<file path="src/hdl/nps_pkg.sv">
package nps_pkg;

  // Capacity of the point store
  localparam int MAX_PRIMARY = 64;
  localparam int MAX_IMAGES  = 64;

  // Field widths
  localparam int COORD_W = 24;
  localparam int IDX_W   = 6;
  localparam int DIST_W  = 52;
  localparam int ABS_W   = COORD_W;
  localparam int SQ_W    = 2 * ABS_W;

  // Counter and address widths
  localparam int PCNT_W   = $clog2(MAX_PRIMARY + 1);
  localparam int ICNT_W   = $clog2(MAX_IMAGES + 1);
  localparam int SCAN_W   = (PCNT_W > ICNT_W) ? PCNT_W : ICNT_W;
  localparam int PT_DEPTH = MAX_PRIMARY + MAX_IMAGES;
  localparam int PT_AW    = $clog2(PT_DEPTH);
  localparam int IMG_AW   = $clog2(MAX_IMAGES);

  localparam logic [DIST_W-1:0] DIST_ONES = {DIST_W{1'b1}};
  localparam logic [DIST_W-1:0] SEP_RESET = DIST_W'(167772);

  typedef struct packed {
    logic signed [COORD_W-1:0] pos_x;
    logic signed [COORD_W-1:0] pos_y;
    logic signed [COORD_W-1:0] pos_z;
    logic                      is_image;
    logic [IDX_W-1:0]          owner_index;
    logic                      last_point;
  } in_item_t;

  typedef struct packed {
    logic [IDX_W-1:0]  point_index;
    logic [IDX_W-1:0]  neighbor_index;
    logic [DIST_W-1:0] neighbor_dist_sq;
    logic              found;
    logic [DIST_W-1:0] global_min_sq;
    logic              too_close;
    logic              last_result;
  } out_item_t;

  // One stored point
  typedef struct packed {
    logic signed [COORD_W-1:0] x;
    logic signed [COORD_W-1:0] y;
    logic signed [COORD_W-1:0] z;
  } point_t;

  // Candidate tag that travels with the distance pipeline
  typedef struct packed {
    logic             vld;
    logic [IDX_W-1:0] id;
  } cand_tag_t;

endpackage

</file>
<file path="src/hdl/nps_dist.sv">
module nps_dist import nps_pkg::*; (
  input  logic              clk_i,
  input  logic              rst_ni,
  input  point_t            pa_i,
  input  point_t            pb_i,
  input  cand_tag_t         tag_i,
  output logic [DIST_W-1:0] dist_o,
  output cand_tag_t         tag_o,
  output logic              busy_o
);

  logic signed [COORD_W:0] dx, dy, dz;
  logic [ABS_W-1:0]        ax, ay, az;
  logic [SQ_W-1:0]         sqx_q, sqy_q, sqz_q;
  logic [DIST_W-1:0]       dist_q;
  cand_tag_t               tag1_q, tag2_q;

  // Differences and magnitudes; the magnitude of a difference fits in ABS_W bits
  always_comb begin
    dx = (COORD_W+1)'(pa_i.x) - (COORD_W+1)'(pb_i.x);
    dy = (COORD_W+1)'(pa_i.y) - (COORD_W+1)'(pb_i.y);
    dz = (COORD_W+1)'(pa_i.z) - (COORD_W+1)'(pb_i.z);
    ax = dx[COORD_W] ? ABS_W'(-dx) : ABS_W'(dx);
    ay = dy[COORD_W] ? ABS_W'(-dy) : ABS_W'(dy);
    az = dz[COORD_W] ? ABS_W'(-dz) : ABS_W'(dz);
  end

  // Tags carry control state
  always_ff @(posedge clk_i or negedge rst_ni) begin
    if (!rst_ni) begin
      tag1_q <= '0;
      tag2_q <= '0;
    end else begin
      tag1_q <= tag_i;
      tag2_q <= tag1_q;
    end
  end

  // Square, then sum
  always_ff @(posedge clk_i) begin
    sqx_q  <= SQ_W'(ax * ax);
    sqy_q  <= SQ_W'(ay * ay);
    sqz_q  <= SQ_W'(az * az);
    dist_q <= DIST_W'(sqx_q) + DIST_W'(sqy_q) + DIST_W'(sqz_q);
  end

  assign dist_o = dist_q;
  assign tag_o  = tag2_q;
  assign busy_o = tag1_q.vld | tag2_q.vld;

endmodule
</file>
<file path="config.mk">
export PLATFORM = sky130hd
export DESIGN_NAME = nps_dist
export DESIGN_NICKNAME = d
export VERILOG_FILES = /design/src/hdl/nps_pkg.sv /design/src/hdl/nps_dist.sv
export SDC_FILE = /design/constraint.sdc
export NUM_CORES = 2
export LEC_CHECK = 0
export BUFFER_PORTS_ARGS = -buffer_cell sky130_fd_sc_hd__buf_2
export CORE_MARGIN = 4
export CORE_UTILIZATION = 59
export DETAILED_ROUTE_END_ITERATION = 12
export HOLD_SLACK_MARGIN = 0.1
export PLACE_DENSITY = 0.76
export SYNTH_ARGS = -nofsm -noshare
export SYNTH_HDL_FRONTEND = slang
export SYNTH_SLANG_ARGS = --single-unit
</file>
<file path="constraint.sdc">
create_clock -name clk_i -period 4.45 [get_ports clk_i]
set_input_delay 0.89 -clock clk_i [delete_from_list [all_inputs] [get_ports clk_i]]
set_output_delay 0.89 -clock clk_i [all_outputs]
set_load 0.01 [all_outputs]
</file>
==> run metrics <==
Max Clock Freq=94.8 MHz; Max stage delay on crit path=0.79 ns; Total Die Area=0.106 mm²; drt total wl=205 mm; crit path kind=input pin to flip-flop; worst min path class=input pin to async pin; skew final=0.0177 ns; Worst path slowest cell=fa_1; CTS Buf Count=18; count of cell types in the netlist=91; Post-synth EDFFs=0; top post-synthesis cells by area=fa_1 44%, ha_1 13%, inv_1 11%, dfxtp_1 6.4%, nor2_1 3.9%; Ports=213; area delta synth->final=36.4%; final worst setup slack=-6.10 ns; Top FF cell, synth=dfxtp_1; hold_buf cts=0; first-pass GRT wire length=300 mm; Die Height=326 µm; Max-cap violations=0; ys async rst share=6.83%; status=complete, but fails checks; RSZ-0062 raised after global routing=yes; DIE WIDTH=326 µm; Via Count=55400; initial core utilization=59.6%; pre-CTS WS=-6.28 ns; hold_ws=0.233 ns; CTS tree=done; Final Max Tran Viols=0; Residual DRC=0; failing checks=negative setup slack; list of most frequent post-synthesis cells=1698 x inv_1, 1317 x fa_1, 629 x ha_1; All-Layer GR Usage=35.2%; CP max FO=5; Worst Tran Pin Value=1.21 ns; IO Port Bufs=210; root buf cell=clkbuf_16; initial antenna violation count=5; Final GP Congestion=0.958; DRT Pass-1 Iters=6; area leader, netlist=fa_1; clock sink total=205; Max clock buf depth=3; share of cells above drive strength 1=33.7%; top-area cell type share of the netlist area=44.1%; Clk pin slew, worst setup/hold paths=0.08 ns; largest net degree at the start of global routing=22; post-synthesis sequential area ratio=6.98%; via/cell ratio=5.73; Post-Syn Area=0.0598 mm²; Fin Setup TNS=-601.46 ns; final setup fails=132; total gr overflow=0; worst skew pair latency=0.53 ns; Hold Violations, Final=0; fin cells=9677; Yosys reg bits=205; Inst Count DP=9399; Ys Warns=0; Row Count=116; dpl hpwl=149 mm; Crit path required time=4.89 ns; minimum clock period=10.55 ns; Syn Area/Cell=9.09 µm²; period utilization=237%; core area=0.100 mm²; CP Capture Type=flip-flop; post-synthesis cell count=6578; most common cell in the synthesized netlist=inv_1; Wirelength per Cell=21.2 µm; startpoint class of the critical path=input pin; nets=10400; vias in the first global route=59800; H-tree levels=1; Crit path arrival time=10.99 ns; Final ANT Viol Nets=0; Worst path most repeated cell=fa_1; Max-slew headroom=19.4%; detailed router's first-iteration violation count=4753
stage by stage:
| stage | instance area (µm²) | util, % |
|---|---|---|
| floorplan | 62600 | - |
| global placement | 75000 | 74.8 |
| detailed placement | 75000 | 74.8 |
| CTS | 79600 | 79.4 |
| global route | 81600 | 81.3 |
| finish | 81600 | 81.3 |
area by class of cell:
cell class / instances / area [µm²]
Antenna cell: 2 / 5.00
Clock buffer: 24 / 524
Clock inverter: 7 / 83.8
Fill cell: 5379 / 18700
Inverter: 1711 / 6570
Multi-Input combinational cell: 4511 / 53900
Sequential cell: 205 / 4170
Tap cell: 1357 / 1700
Timing Repair Buffer: 1860 / 14700
critical path, delay by kind of cell:
family / cells / cell delay (ns)
buffers and inverters: 9 / 1.01
XOR/XNOR: 2 / 0.33
AO/OA/AOI/OAI: 12 / 2.29
AND/OR/NAND/NOR: 6 / 2.12
adder cells (fa/ha/maj): 9 / 4.32
metal layers:
layer | GRT usage, % | vias to the layer above | part of all wire (%)
li1 | - | 23400 | -
met1 | 42.1 | 27300 | 34
met2 | 61.5 | 3410 | 48
met3 | 6.15 | 1292 | 9.9
met4 | 17.8 | 2 | 7.9
met5 | 0 | - | 0.0063
logic make-up after synthesis:
group,synth area share [%]
multiplexers,0.0523
adder cells (fa/ha/maj),57.3
AND/OR/NAND/NOR,10.7
flip-flops,6.98
XOR/XNOR,4.54
AO/OA/AOI/OAI,8.70
buffers and inverters,11.8
other,0.00627
path summary, 6_finish.rpt:
| check | start | end | slack (ns) | cells after the start |
|---|---|---|---|---|
| worst max-delay path | pb_i[26] | sqy_q[45]$_DFF_P_ | -6.10 | 38 |
| worst min-delay path | rst_ni | tag1_q[1]$_DFF_PN0_ | 0.23 | 1 |
| worst max register to register | sqz_q[3]$_DFF_P_ | dist_o[48]$_DFF_P_ | 0.04 | 16 |
| worst min register to register | tag1_q[4]$_DFF_PN0_ | tag_o[4]$_DFF_PN0_ | 0.35 | 0 |
| max in group asynchronous | rst_ni | tag1_q[0]$_DFF_PN0_ | 3.98 | 1 |
| min in group clk_i | tag1_q[4]$_DFF_PN0_ | tag_o[4]$_DFF_PN0_ | 0.35 | 0 |
layout by cell type (no fill, tap or decap), types with 65 or more instances in the layout:
cell type	instances
buf_2	202
a21o_1	139
fa_1	1270
nor2_1	502
nor2_2	69
xnor2_1	138
a21oi_1	137
o21ai_0	75
a21oi_2	71
inv_1	1573
dfxtp_1	191
inv_2	115
buf_6	150
buf_4	1450
ha_1	537
ha_4	85
xor2_1	65
nand2_1	392
repair_timing:
item / 4_1_cts / 5_1_grt
hold endpoints to repair: 0 / 0
gates resized for setup: 612 / 327
cloned: 4 / 1
setup buffers: 184 / 106
setup endpoints to repair: 132 / 138
pin swaps: 423 / 304
flip-flops by register name, indices dropped and copies added, names as in the netlist:
name	cells
tag1_q	7
tag_o	7
sqy_q	47
sqx_q	47
dist_o	50
sqz_q	47
Power is not shown: default switching activity piles up to over one toggle a cycle in this logic, so the estimate is an artifact.
